[src/hdl/t2a_pkg.sv]
// Shared types, codes, markup strings and table lookups for the teletext transcoder.
`default_nettype none
package t2a_pkg;

  // Control byte codes
  localparam logic [7:0] CodeColorLo  = 8'h01;
  localparam logic [7:0] CodeColorHi  = 8'h07;
  localparam logic [7:0] CodeFlash    = 8'h08;
  localparam logic [7:0] CodeSteady   = 8'h09;
  localparam logic [7:0] CodeEndBox   = 8'h0A;
  localparam logic [7:0] CodeStartBox = 8'h0B;
  localparam logic [7:0] CodeMosBase  = 8'h10;
  localparam logic [7:0] CodeMosHi    = 8'h17;
  localparam logic [7:0] CodeConceal  = 8'h18;
  localparam logic [7:0] CodeContig   = 8'h19;
  localparam logic [7:0] CodeSepar    = 8'h1A;
  localparam logic [7:0] CodeEscape   = 8'h1B;
  localparam logic [7:0] CodeBlackBg  = 8'h1C;
  localparam logic [7:0] CodeNewBg    = 8'h1D;
  localparam logic [7:0] CodeRelease  = 8'h1F;
  localparam logic [7:0] CodePrintLo  = 8'h20;
  localparam logic [7:0] CodePrintHi  = 8'h7E;

  localparam logic [1:0] HdrBytes = 2'd2;

  localparam logic [23:0] PALETTE [8] = '{
    24'h000000, 24'h0000FF, 24'h00FF00, 24'h00FFFF,
    24'hFF0000, 24'hFF00FF, 24'hFFFF00, 24'hFFFFFF
  };

  localparam logic [0:4][7:0]  S_COLOR_HEAD = "{\\c&H";
  localparam logic [0:9][7:0]  S_FLASH_ON   = "{\\1a&H00&}";
  localparam logic [0:9][7:0]  S_FLASH_OFF  = "{\\1a&HFF&}";
  localparam logic [0:3][7:0]  S_COLOR_RST  = "{\\c}";
  localparam logic [0:4][7:0]  S_BOLD       = "{\\b1}";
  localparam logic [0:13][7:0] S_BORDER     = "{\\3c&H000000&}";
  localparam logic [0:4][7:0]  S_BORDER_RST = "{\\3c}";
  localparam logic [0:2][7:0]  S_BLOCK      = {8'hE2, 8'h96, 8'h88};
  localparam logic [7:0]       ChAmp        = 8'h26;
  localparam logic [7:0]       ChClose      = 8'h7D;

  typedef enum logic [3:0] {
    RUN_MARK,
    RUN_CHAR,
    RUN_BLOCK,
    RUN_COLOR,
    RUN_FLASH_ON,
    RUN_FLASH_OFF,
    RUN_COLOR_RST,
    RUN_BOLD,
    RUN_BORDER,
    RUN_BORDER_RST
  } run_e;

  typedef struct packed {
    logic [1:0] pos;
    logic       flash;
    logic       mosaic;
    logic       esc;
  } state_t;

  typedef struct packed {
    run_e       kind;
    logic [7:0] arg;       // literal byte or color code
    logic       pkt_last;
  } desc_t;

  function automatic logic [3:0] run_len(input run_e kind);
    logic [3:0] len;
    case (kind)
      RUN_MARK:       len = 4'd1;
      RUN_CHAR:       len = 4'd1;
      RUN_BLOCK:      len = 4'd3;
      RUN_COLOR:      len = 4'd13;
      RUN_FLASH_ON:   len = 4'd10;
      RUN_FLASH_OFF:  len = 4'd10;
      RUN_COLOR_RST:  len = 4'd4;
      RUN_BOLD:       len = 4'd5;
      RUN_BORDER:     len = 4'd14;
      RUN_BORDER_RST: len = 4'd5;
      default:        len = 4'd1;
    endcase
    return len;
  endfunction

  function automatic logic [7:0] hex_char(input logic [3:0] nib);
    logic [7:0] c;
    if (nib < 4'd10) c = {4'h0, nib} + 8'h30;
    else             c = {4'h0, nib} + 8'h57;
    return c;
  endfunction

  // Color tag byte: header, six hex digits, then "&}"
  function automatic logic [7:0] color_byte(input logic [2:0] code, input logic [3:0] idx);
    logic [23:0] col;
    logic [3:0]  nib;
    logic [7:0]  c;
    col = PALETTE[code];
    case (idx)
      4'd5:    nib = col[23:20];
      4'd6:    nib = col[19:16];
      4'd7:    nib = col[15:12];
      4'd8:    nib = col[11:8];
      4'd9:    nib = col[7:4];
      default: nib = col[3:0];
    endcase
    if (idx < 4'd5)       c = S_COLOR_HEAD[idx[2:0]];
    else if (idx < 4'd11) c = hex_char(nib);
    else if (idx == 4'd11) c = ChAmp;
    else                  c = ChClose;
    return c;
  endfunction

  function automatic logic [7:0] run_byte(input desc_t d, input logic [3:0] idx);
    logic [7:0] c;
    case (d.kind)
      RUN_MARK:       c = 8'h00;
      RUN_CHAR:       c = d.arg;
      RUN_BLOCK:      c = S_BLOCK[idx[1:0]];
      RUN_COLOR:      c = color_byte(d.arg[2:0], idx);
      RUN_FLASH_ON:   c = S_FLASH_ON[idx];
      RUN_FLASH_OFF:  c = S_FLASH_OFF[idx];
      RUN_COLOR_RST:  c = S_COLOR_RST[idx[1:0]];
      RUN_BOLD:       c = S_BOLD[idx[2:0]];
      RUN_BORDER:     c = S_BORDER[idx];
      RUN_BORDER_RST: c = S_BORDER_RST[idx[2:0]];
      default:        c = 8'h00;
    endcase
    return c;
  endfunction

endpackage
`default_nettype wire

[src/hdl/teletext_to_ass_transcoder.sv]
// Top level: teletext subtitle byte stream in, subtitle markup text stream out.
//
// Usage:
//   s_axis carries the packet one byte per beat; s_axis_tlast marks the final
//   byte. The first two bytes of each packet are header and emit nothing.
//   m_axis carries the markup text one byte per beat. tuser[0] flags a real
//   character (low only on the bare end-of-packet marker sent when the last
//   byte emits nothing), tuser[1] flags the last beat caused by one input
//   byte, and m_axis_tlast flags the final beat of the packet.
// Decode: an input byte is decoded in the cycle it is accepted; its run is
//   registered into the run register, or into the holding register while a run is being sent.
// Throughput: the output side moves one beat per cycle while m_axis_tready
//   is high; an input byte emits one byte for plain text, three for a
//   mosaic block, up to fourteen for a tag; silent bytes cost none of the
//   output side. One decoded run waits in a holding register behind the run
//   being sent, so input is taken while the receiver stalls until that
//   holding register is full.
// Reset: clears the packet state (header count, flash, mosaic, escape) and
//   drops any run in flight. The same state is cleared after every last byte.
`default_nettype none
module teletext_to_ass_transcoder (
  input  wire logic       clk_i,
  input  wire logic       rst_ni,
  input  wire logic       s_axis_tvalid,
  output logic            s_axis_tready,
  input  wire logic [7:0] s_axis_tdata,   // [7:0] data_byte
  input  wire logic       s_axis_tlast,   // packet_last
  output logic            m_axis_tvalid,
  input  wire logic       m_axis_tready,
  output logic [7:0]      m_axis_tdata,   // [7:0] out_char
  output logic [1:0]      m_axis_tuser,   // [0] char_valid, [1] run_last
  output logic            m_axis_tlast    // packet_end
);

  t2a_pkg::state_t st_q, st_d;
  logic            dec_emit;
  t2a_pkg::desc_t  dec_desc;

  // run being sent, and one run waiting behind it
  logic            run_vld_q;
  t2a_pkg::desc_t  run_q;
  logic [3:0]      idx_q;
  logic            pend_vld_q;
  t2a_pkg::desc_t  pend_q;

  logic            in_beat;
  logic            out_beat;
  logic            run_end;
  logic            run_free;
  logic [3:0]      run_n;

  t2a_decode u_decode (
    .data_i (s_axis_tdata),
    .last_i (s_axis_tlast),
    .st_i   (st_q),
    .st_o   (st_d),
    .emit_o (dec_emit),
    .desc_o (dec_desc)
  );

  assign s_axis_tready = !pend_vld_q;
  assign in_beat       = s_axis_tvalid && s_axis_tready;

  assign run_n    = t2a_pkg::run_len(run_q.kind);
  assign out_beat = m_axis_tvalid && m_axis_tready;
  assign run_end  = (idx_q == run_n - 4'd1);
  assign run_free = !run_vld_q || (out_beat && run_end);

  always_ff @(posedge clk_i or negedge rst_ni) begin
    if (!rst_ni) begin
      st_q <= '0;
    end else if (in_beat) begin
      st_q <= st_d;
    end
  end

  always_ff @(posedge clk_i or negedge rst_ni) begin
    if (!rst_ni) begin
      run_vld_q  <= 1'b0;
      pend_vld_q <= 1'b0;
      idx_q      <= '0;
    end else begin
      if (run_free) begin
        idx_q <= '0;
        if (pend_vld_q) begin
          // input is stalled while the holding register is full
          run_vld_q  <= 1'b1;
          pend_vld_q <= 1'b0;
        end else begin
          run_vld_q <= in_beat && dec_emit;
        end
      end else begin
        if (out_beat) idx_q <= idx_q + 4'd1;
        if (in_beat && dec_emit) pend_vld_q <= 1'b1;
      end
    end
  end

  always_ff @(posedge clk_i) begin
    if (run_free) begin
      if (pend_vld_q) run_q <= pend_q;
      else if (in_beat && dec_emit) run_q <= dec_desc;
    end else if (in_beat && dec_emit) begin
      pend_q <= dec_desc;
    end
  end

  assign m_axis_tvalid   = run_vld_q;
  assign m_axis_tdata    = t2a_pkg::run_byte(run_q, idx_q);
  assign m_axis_tuser[0] = (run_q.kind != t2a_pkg::RUN_MARK);
  assign m_axis_tuser[1] = run_end;
  assign m_axis_tlast    = run_end && run_q.pkt_last;

  // holding register only fills behind a busy run
  a_pend_behind_run: assert property (@(posedge clk_i) disable iff (!rst_ni)
    pend_vld_q |-> run_vld_q)
    else $error("pending run without active run");

  // beat index stays inside the run
  a_idx_range: assert property (@(posedge clk_i) disable iff (!rst_ni)
    run_vld_q |-> (idx_q < run_n))
    else $error("run index out of range");

  // packet end always coincides with the last beat of a run
  a_end_on_run_last: assert property (@(posedge clk_i) disable iff (!rst_ni)
    (m_axis_tvalid && m_axis_tlast) |-> m_axis_tuser[1])
    else $error("packet end not on run boundary");

  // last byte returns the packet state to reset
  a_state_cleared: assert property (@(posedge clk_i) disable iff (!rst_ni)
    (in_beat && s_axis_tlast) |=> (st_q == '0))
    else $error("state not cleared after packet");

  // a stalled beat keeps its byte while the run holds
  a_stall_holds: assert property (@(posedge clk_i) disable iff (!rst_ni)
    (m_axis_tvalid && !m_axis_tready) |=> (m_axis_tvalid && $stable(idx_q)))
    else $error("stalled run advanced");

endmodule
`default_nettype wire

[src/hdl/t2a_decode.sv]
// Byte decoder: next packet state and the run descriptor for one input byte.
`default_nettype none
module t2a_decode (
  input  wire logic [7:0]      data_i,
  input  wire logic            last_i,
  input  wire t2a_pkg::state_t st_i,
  output t2a_pkg::state_t      st_o,
  output logic                 emit_o,
  output t2a_pkg::desc_t       desc_o
);

  t2a_pkg::state_t st;
  logic            act;
  logic            has_run;
  t2a_pkg::run_e   kind;
  logic [7:0]      arg;

  always_comb begin
    st      = st_i;
    act     = 1'b0;
    has_run = 1'b0;
    kind    = t2a_pkg::RUN_MARK;
    arg     = data_i;

    if (st_i.pos < t2a_pkg::HdrBytes) begin
      st.pos = st_i.pos + 2'd1;
    end else if (st_i.esc) begin
      st.esc = 1'b0;
    end else begin
      act = 1'b1;
    end

    if (act) begin
      if (data_i >= t2a_pkg::CodeColorLo && data_i <= t2a_pkg::CodeColorHi) begin
        has_run = 1'b1;
        kind    = t2a_pkg::RUN_COLOR;
      end else if (data_i >= t2a_pkg::CodeMosBase && data_i <= t2a_pkg::CodeMosHi) begin
        st.mosaic = 1'b1;
        if (data_i != t2a_pkg::CodeMosBase) begin
          has_run = 1'b1;
          kind    = t2a_pkg::RUN_COLOR;
        end
      end else if (data_i >= t2a_pkg::CodePrintLo && data_i <= t2a_pkg::CodePrintHi) begin
        has_run = 1'b1;
        kind    = st_i.mosaic ? t2a_pkg::RUN_BLOCK : t2a_pkg::RUN_CHAR;
      end else begin
        case (data_i)
          t2a_pkg::CodeFlash: begin
            if (!st_i.flash) begin
              st.flash = 1'b1;
              has_run  = 1'b1;
              kind     = t2a_pkg::RUN_FLASH_ON;
            end
          end
          t2a_pkg::CodeSteady: begin
            if (st_i.flash) begin
              st.flash = 1'b0;
              has_run  = 1'b1;
              kind     = t2a_pkg::RUN_FLASH_OFF;
            end
          end
          t2a_pkg::CodeEndBox: begin
            has_run = 1'b1;
            kind    = t2a_pkg::RUN_COLOR_RST;
          end
          t2a_pkg::CodeStartBox: begin
            has_run = 1'b1;
            kind    = t2a_pkg::RUN_BOLD;
          end
          t2a_pkg::CodeConceal: begin
            has_run = 1'b1;
            kind    = t2a_pkg::RUN_FLASH_OFF;
          end
          t2a_pkg::CodeContig:  st.mosaic = 1'b1;
          t2a_pkg::CodeSepar:   st.mosaic = 1'b0;
          t2a_pkg::CodeRelease: st.mosaic = 1'b0;
          t2a_pkg::CodeEscape:  st.esc    = 1'b1;
          t2a_pkg::CodeBlackBg: begin
            has_run = 1'b1;
            kind    = t2a_pkg::RUN_BORDER;
          end
          t2a_pkg::CodeNewBg: begin
            has_run = 1'b1;
            kind    = t2a_pkg::RUN_BORDER_RST;
          end
          default: ;
        endcase
      end
    end

    // packet end returns everything to reset
    if (last_i) st = '0;

    st_o            = st;
    emit_o          = has_run | last_i;
    desc_o.kind     = kind;
    desc_o.arg      = arg;
    desc_o.pkt_last = last_i;
  end

endmodule
`default_nettype wire
[config.mk]
export PLATFORM = sky130hd
export DESIGN_NAME = teletext_to_ass_transcoder
export DESIGN_NICKNAME = d
export VERILOG_FILES = /design/src/hdl/t2a_pkg.sv /design/src/hdl/teletext_to_ass_transcoder.sv /design/src/hdl/t2a_decode.sv
export SDC_FILE = /design/constraint.sdc
export NUM_CORES = 1
export LEC_CHECK = 0
export BUFFER_PORTS_ARGS = -buffer_cell sky130_fd_sc_hd__buf_2
export CAP_MARGIN = 20
export CORE_ASPECT_RATIO = 0.5
export CORE_MARGIN = 8
export CORE_UTILIZATION = 55
export DETAILED_ROUTE_END_ITERATION = 8
export HOLD_SLACK_MARGIN = 0.15
export PLACE_DENSITY = 0.81
export REMOVE_ABC_BUFFERS = 1
export SYNTH_ARGS = -nofsm -noshare
export SYNTH_HDL_FRONTEND = slang
export SYNTH_HIERARCHICAL = 1
export SYNTH_SLANG_ARGS = --single-unit
[constraint.sdc]
create_clock -name clk_i -period 3.55 [get_ports clk_i]
set_clock_uncertainty 0.2 [all_clocks]
set_input_delay 0 -clock clk_i [delete_from_list [all_inputs] [get_ports clk_i]]
set_output_delay 0 -clock clk_i [all_outputs]
set_load 0.1 [all_outputs]
* Yosys cells after proc, flatten, opt, wreduce, memory -nomap -nowiden *
Memory sizes are Yosys's and may differ from the RTL's. A register that Yosys moved wholly into a read port is not among the register bits.
Index checks and enable logic that the tools add are counted.

storage, ports and cells
  bits of input ports = 13
  ROM bits = 832
  word-level logic and storage cells = 170
  register bits = 37
  bits in latches = 0
  output and inout port bits = 13
  bits in writable memories = 0
  memories = 8

memories
  name              depth  bits a word  rd ports  clocked after memory_dff  write ports  RTL line        RTL
  (name not given)  8      24           1         0                         0            t2a_pkg.sv:98   col = PALETTE[code];
  (name not given)  16     8            1         0                         0            t2a_pkg.sv:125  RUN_BORDER: c = S_BORDER[idx];
  (name not given)  16     8            1         0                         0            t2a_pkg.sv:122  RUN_FLASH_OFF: c = S_FLASH_OFF[idx];
  (name not given)  16     8            1         0                         0            t2a_pkg.sv:121  RUN_FLASH_ON: c = S_FLASH_ON[idx];
  (name not given)  8      8            1         0                         0            t2a_pkg.sv:126  RUN_BORDER_RST: c = S_BORDER_RST[idx[2:0]];
  (name not given)  8      8            1         0                         0            t2a_pkg.sv:124  RUN_BOLD: c = S_BOLD[idx[2:0]];
  2 more memories   n/a    n/a          n/a       n/a                       n/a          n/a

operators by class
  multiply operators = 0
  shift-type cells = 0
  magnitude comparators = 14
  reduce and logical (&&, ||, !) cells = 26
  multiplexer cells = 66
  equality and inequality tests = 32
  bitwise gates (word level) = 6
  add/sub/neg operators = 5
  div/mod/pow operators = 0

operators with widths
  kind                                                                number
  2-to-1 mux 8 bit                                                    19
  case mux 8 bit (9 select lines)                                     1
  equality test 8 x 5 -> 1 bit (second input constant)                7
  2-to-1 mux 24 bit                                                   2
  binary-select mux 8 bit (select 2 bit)                              2
  equality test 8 x 4 -> 1 bit (second input constant)                4
  2-to-1 mux 4 bit                                                    8
  equality test 4 x 3 -> 1 bit (second input constant)                7
  case mux 4 bit (7 select lines)                                     1
  2-to-1 mux 13 bit                                                   2
  equality test 4 bit (second input constant)                         5
  case mux 4 bit (5 select lines)                                     1
  2-to-1 mux 1 bit                                                    17
  2-to-1 mux 3 bit                                                    5
  nonzero test 2 bit                                                  5
  adder 4 x 7 -> 8 bit (second input constant)                        1
  equality test 4 x 2 -> 1 bit (second input constant)                2
  greater-or-equal comparator 4 bit (second input constant)           2
  greater-or-equal comparator 8 x 1 -> 1 bit (second input constant)  1
  greater-or-equal comparator 8 x 5 -> 1 bit (second input constant)  1
  greater-or-equal comparator 8 x 6 -> 1 bit (second input constant)  1
  <= comparator 8 x 3 -> 1 bit (second input constant)                1
  <= comparator 8 x 5 -> 1 bit (second input constant)                1
  <= comparator 8 x 7 -> 1 bit (second input constant)                1
  34 further kinds                                                    52

* Logic depth before layout (Yosys ltp) *
  word-level depth = 12
  mapped depth = 10
  mapped depth without buffers = 9

* Modules after synthesis *
The synthesis kept the hierarchy.

by module, submodules not included
  module                      cells each  times used  area an instance (sq um)
  teletext_to_ass_transcoder  293         1           2797.7
  t2a_decode                  70          1           479.2

* Worst setup path before layout *
Ideal clock, no wire load.

  kind = reg2out
  from = register idx_q[0]
  to = output m_axis_tdata[4]
  cell stages (with the launch flop) = 8
  buffers on the path = 1
  arrival time = 3.685 ns
  path slack = -0.335 ns
  cells stage by stage = dfrtp_1 buf_2 inv_1 ha_1 o21a_1 a21oi_1 a311oi_1 o311ai_1

between the ends
  cells in the longest elaborated chain, start to end = 8
  elaborated cells on any way between the ends = 45
  classes of those cells = 2 x add/sub; 3 x order compare; 6 x eq/ne; 25 x mux; 3 x bitwise; 6 x memory

RTL lines
  what                                                                 RTL line                          RTL
  start, declared                                                      teletext_to_ass_transcoder.sv:42  logic [3:0] idx_q;
  start signal, assigned                                               teletext_to_ass_transcoder.sv:93  if (out_beat) idx_q <= idx_q + 4'd1;
  equality test 4 bit or equality test 4 x 3 -> 1 bit (tied branches)  t2a_pkg.sv:99                     case (idx)
  case mux 4 bit (5 select lines)                                      t2a_pkg.sv:99
  2-to-1 mux 4 bit                                                     t2a_pkg.sv:116                    case (d.kind)
  adder 4 x 7 -> 8 bit, or another cell as far along                   t2a_pkg.sv:89                     else c = {4'h0, nib} + 8'h57;
  2-to-1 mux 8 bit                                                     t2a_pkg.sv:88                     if (nib < 4'd10) c = {4'h0, nib} + 8'h30;
  2-to-1 mux 8 bit                                                     t2a_pkg.sv:108                    else if (idx < 4'd11) c = hex_char(nib);
  2-to-1 mux 8 bit                                                     t2a_pkg.sv:107                    if (idx < 4'd5) c = S_COLOR_HEAD[idx[2:0]];
  case mux 8 bit (9 select lines) (*)                                  t2a_pkg.sv:116
  end, declared                                                        teletext_to_ass_transcoder.sv:30  output logic [7:0] m_axis_tdata,

Every way passes the cells marked *; elsewhere a longest branch is shown, timed or not. The select of a mux whose other input is x is not followed.

* Worst setup path in the final report *
  from = register run_q[12] (netlist bit)
  to = output m_axis_tdata[3]

between the ends
  cells in the longest elaborated chain, start to end = 2
  elaborated cells on any way between the ends = 10
  classes of those cells = 9 x eq/ne; 1 x mux

RTL lines
  what                                               RTL line                           RTL
  start, declared                                    teletext_to_ass_transcoder.sv:41   t2a_pkg::desc_t run_q;
  start signal, assigned                             teletext_to_ass_transcoder.sv:101  if (pend_vld_q) run_q <= pend_q;
  start signal, assigned                             teletext_to_ass_transcoder.sv:102  else if (in_beat && dec_emit) run_q <= dec_desc;
  equality test 4 bit, or another cell as far along  t2a_pkg.sv:116
  case mux 8 bit (9 select lines) (*)                t2a_pkg.sv:116

Every way passes the cells marked *; elsewhere a longest branch is shown, timed or not.

==> metrics.md <==
| Metric | Value |
|---|---|
| Setup TNS | 0 ns |
| Share of cells above drive strength 1 | 0.1575 |
| Die Area | 0.008834 mm² |
| Most frequent cells in the layout | nor2_1 (34), edfxtp_1 (26), buf_2 (25), nand2_1 (24), inv_1 (21) |
| Post-Place Setup Slack | 0.7068 ns |
| DP Cell Count | 436 |
| Commonest non-fill, non-tap cell in the layout | nor2_1 |
| Max FO, Critical Path | 21 |
| Clk pin slew, worst setup/hold paths | 0.06 ns |
| Post-DP HPWL | 6653 µm |
| Ant diodes | 0 |
| Pwr dens | 887.2 mW/mm² |
| DR pass1 iterations | 5 |
| Worst setup margin | 0.4262 ns |
| Gpl congestion | 0.9972 |
| Io pins | 26 |
| Multi-input gate area | 0.001862 mm² |
| Synth Register Bits | 41 |
| Worst Path Buf+Inv | 1 |
| Postcts setup bufs | 0 |
| Period utilization | 0.8799 |
| Reg-to-Reg End | run_n[2]$_DFF_P_ |
| RSZ-0062 raised after global routing | no |
| Crit path largest cell delay | 0.79 ns |
| Setup Viol. Count Final | 0 |
| GR Util All Layers | 0.2165 |
| R2R Setup Slk | 0.66 ns |
| Asr flop ratio synth | 0.2683 |
| Final number of hold-violating endpoints | 0 |
| Synthesized instance count | 363 |
| Pleak | 1.389 nW |
| Largest net degree at the start of global routing | 22 |
| Die H | 70.58 µm |
| Worst R2R Path Depth | 10 |
| Starting Density | 0.5549 |
| Max-Slew Margin vs Limit | 0.4776 |
| Port Buffers | 25 |
| Top delay family on crit path | compound AO/OA/AOI/OAI gates |
| Critical path's slowest cell | edfxtp_1 |
| Final Routed Wirelength | 9363 µm |
| Num rows | 20 |
| Crit path kind | register to output port |
| First-pass GRT wire length | 15,380 µm |
| TritonCTS Buffers | 5 |
| Tightest Pin Transition | 0.7837 ns |
| Synth warn | 6 |
| Register area | 0.001136 mm² |
| Total of max-cap violations | 0 |
| Area growth, synth to finish | 10.54% |
| DR iter-0 viols | 290 |
| CP required | 3.35 ns |
| CP most frequent cell | o21ai_1 |
| Synth Flop Type | edfxtp_1 |
| Worst path cell trace | nor3b_1 > o21ai_1 > a21oi_1 > o21ai_1 > o221ai_1 > buf_2 |
| Die W | 125.2 µm |
| Total gr overflow | 0 |
| CTS tree | built |
| RR Startpoint | st_q[2]$_DFFE_PN0P_ |
| # DRC | 0 |
| Root Driver | clkbuf_16 |
| Setup crit start | run_q[12]$_DFFE_PN_ |
| H-Tree Depth | 2 |
| Netlist cell types | 75 |
| Vias in the first global route | 2,893 |
| Nets | 403 |
| Max-slew violations | 0 |
| Crit. End Element | output port |
| Post-synth EDFFs | 26 |
| Period minus WS final | 3.124 ns |
| Critical path depth | 6 |
| CP startpoint kind | register |
| Post-route ant nets | 0 |
| Register area share after synthesis | 0.3467 |
| Per-cell routed wire length | 20.44 µm |
| Finished Layout Cells | 458 |
| Placed inst area | 0.003336 mm² |
| Peak supply drop | 0.6876 mV |
| WP data arrival | 2.92 ns |
| Hold/Removal Path Class | register to register |
| Vias/cell | 6.616 |
| Crit path capture | m_axis_tdata[3] |
| F_max | 320.1 MHz |
| Status | finished, final reports clean |
| Syn_area_per_cell | 9.027 µm² |
| Clk buf depth | 2 |
| # fillers | 527 |
| Clk_lat worst skew | 0.29 ns |
| Clock sink count | 41 |
| Final core occ | 0.6133 |
| Initial antenna violation count | 0 |
| Fin area | 0.003622 mm² |
| DR vias | 3,030 |
| Synth Cell Area | 0.003277 mm² |
| Core footprint | 0.005906 mm² |
-- state kept, by name, indices dropped and copies added (netlist names) --
| register | cells |
|---|---|
| idx_q | 4 |
| run_n | 4 |
| run_q | 13 |
| pend_q | 13 |
| st_q | 5 |
| m_axis_tvalid | 1 |
| pend_vld_q | 1 |
-- final cells by class --
| class | count | share of cell area |
|---|---|---|
| multi-input combinational | 266 | 0.5140 |
| timing repair buffer | 43 | 0.08152 |
| sequential | 41 | 0.3136 |
| inverter | 23 | 0.02383 |
| tap | 77 | 0.02660 |
| clock buffer | 8 | 0.04041 |
-- routing by layer --
layer / part of all wire / GRT usage / up-vias
met5: 0 / 0 / -
met4: 0.0083 / 0.04813 / 0
met3: 0.13 / 0.08846 / 12
met2: 0.39 / 0.2857 / 200
met1: 0.47 / 0.3146 / 1448
li1: - / - / 1370
-- per-stage QoR --
stage,hold slack [ns],power [mW]
2_1_floorplan,-0.4956,2.259
3_3_place_gp,-0.3108,2.662
3_5_place_dp,-0.3013,2.684
4_1_cts,0.3092,3.174
5_1_grt,0.3137,3.390
6_report,0.3087,3.214
-- cell usage after synthesis (all sizes together) (3+ instances only) --
library cell,instances,share of area
xnor2,3,0.0080
nand2b,9,0.017
mux2,19,0.065
o31a,3,0.0080
o221ai,4,0.013
o22ai,7,0.013
and2,4,0.0076
nor2b,6,0.011
ha,10,0.038
a211oi,7,0.016
nand2,24,0.027
clkbuf,5,0.0057
o21bai,3,0.0069
o21ai,26,0.040
nor3,13,0.023
a21oi,16,0.024
nor2,34,0.039
a31oi,7,0.013
o211ai,3,0.0069
dfrtp,11,0.084
mux2i,6,0.018
inv,22,0.025
xor2,3,0.0080
nand3,8,0.012
buf,28,0.053
dfxtp,4,0.024
edfxtp,26,0.24
-- logic make-up after synthesis --
logic type / count (synthesis) / share of synthesized area
DFF: 41 / 0.3467
xor gates and xnor gates: 7 / 0.02291
buffers and inverters: 56 / 0.08515
adders and majority gates: 10 / 0.03818
muxes: 25 / 0.08362
and+or+nand+nor: 120 / 0.2012
AOI/OAI and AO/OA: 104 / 0.2222
-- worst register-to-register path, delay by kind of cell, from the launching register on --
family | cells | cell delay, ns
AOI/OAI and AO/OA | 5 | 0.77
buffers and inverters | 1 | 0.30
DFF | 1 | 0.42
and+or+nand+nor | 3 | 0.81
muxes | 1 | 0.31
-- how the worst min path moves through the flow --
stage                   startpoint                        end  slack [ns]  cells past startpoint
6_report       st_q[3]$_DFFE_PN0P_        st_q[3]$_DFFE_PN0P_        0.31                      1
5_1_grt        st_q[3]$_DFFE_PN0P_        st_q[3]$_DFFE_PN0P_        0.31                      1
4_1_cts            s_axis_tdata[7]        pend_q[8]$_DFFE_PP_        0.31                      2
3_5_place_dp                rst_ni  m_axis_tvalid$_DFFE_PN0N_       -0.30                      1
3_3_place_gp                rst_ni     pend_vld_q$_DFFE_PN0P_       -0.31                      1
2_1_floorplan               rst_ni       idx_q[0]$_DFFE_PN0P_       -0.50                      0
-- report_power, final --
group | internal [mW] | leakage, nW | total (mW) | switching [mW]
sequential | 0.643 | 0.409 | 0.849 | 0.206
clock | 0.281 | 0.0712 | 0.468 | 0.187
combinational | 0.564 | 0.909 | 1.90 | 1.33
total | 1.49 | 1.39 | 3.21 | 1.73
-- what timing repair did --
item	in CTS	in global routing
hold endpoints to repair	55	0
gates resized for setup	0	0
setup endpoints to repair	0	0
hold buffers	14	0
(Power assumes the default switching activity.)
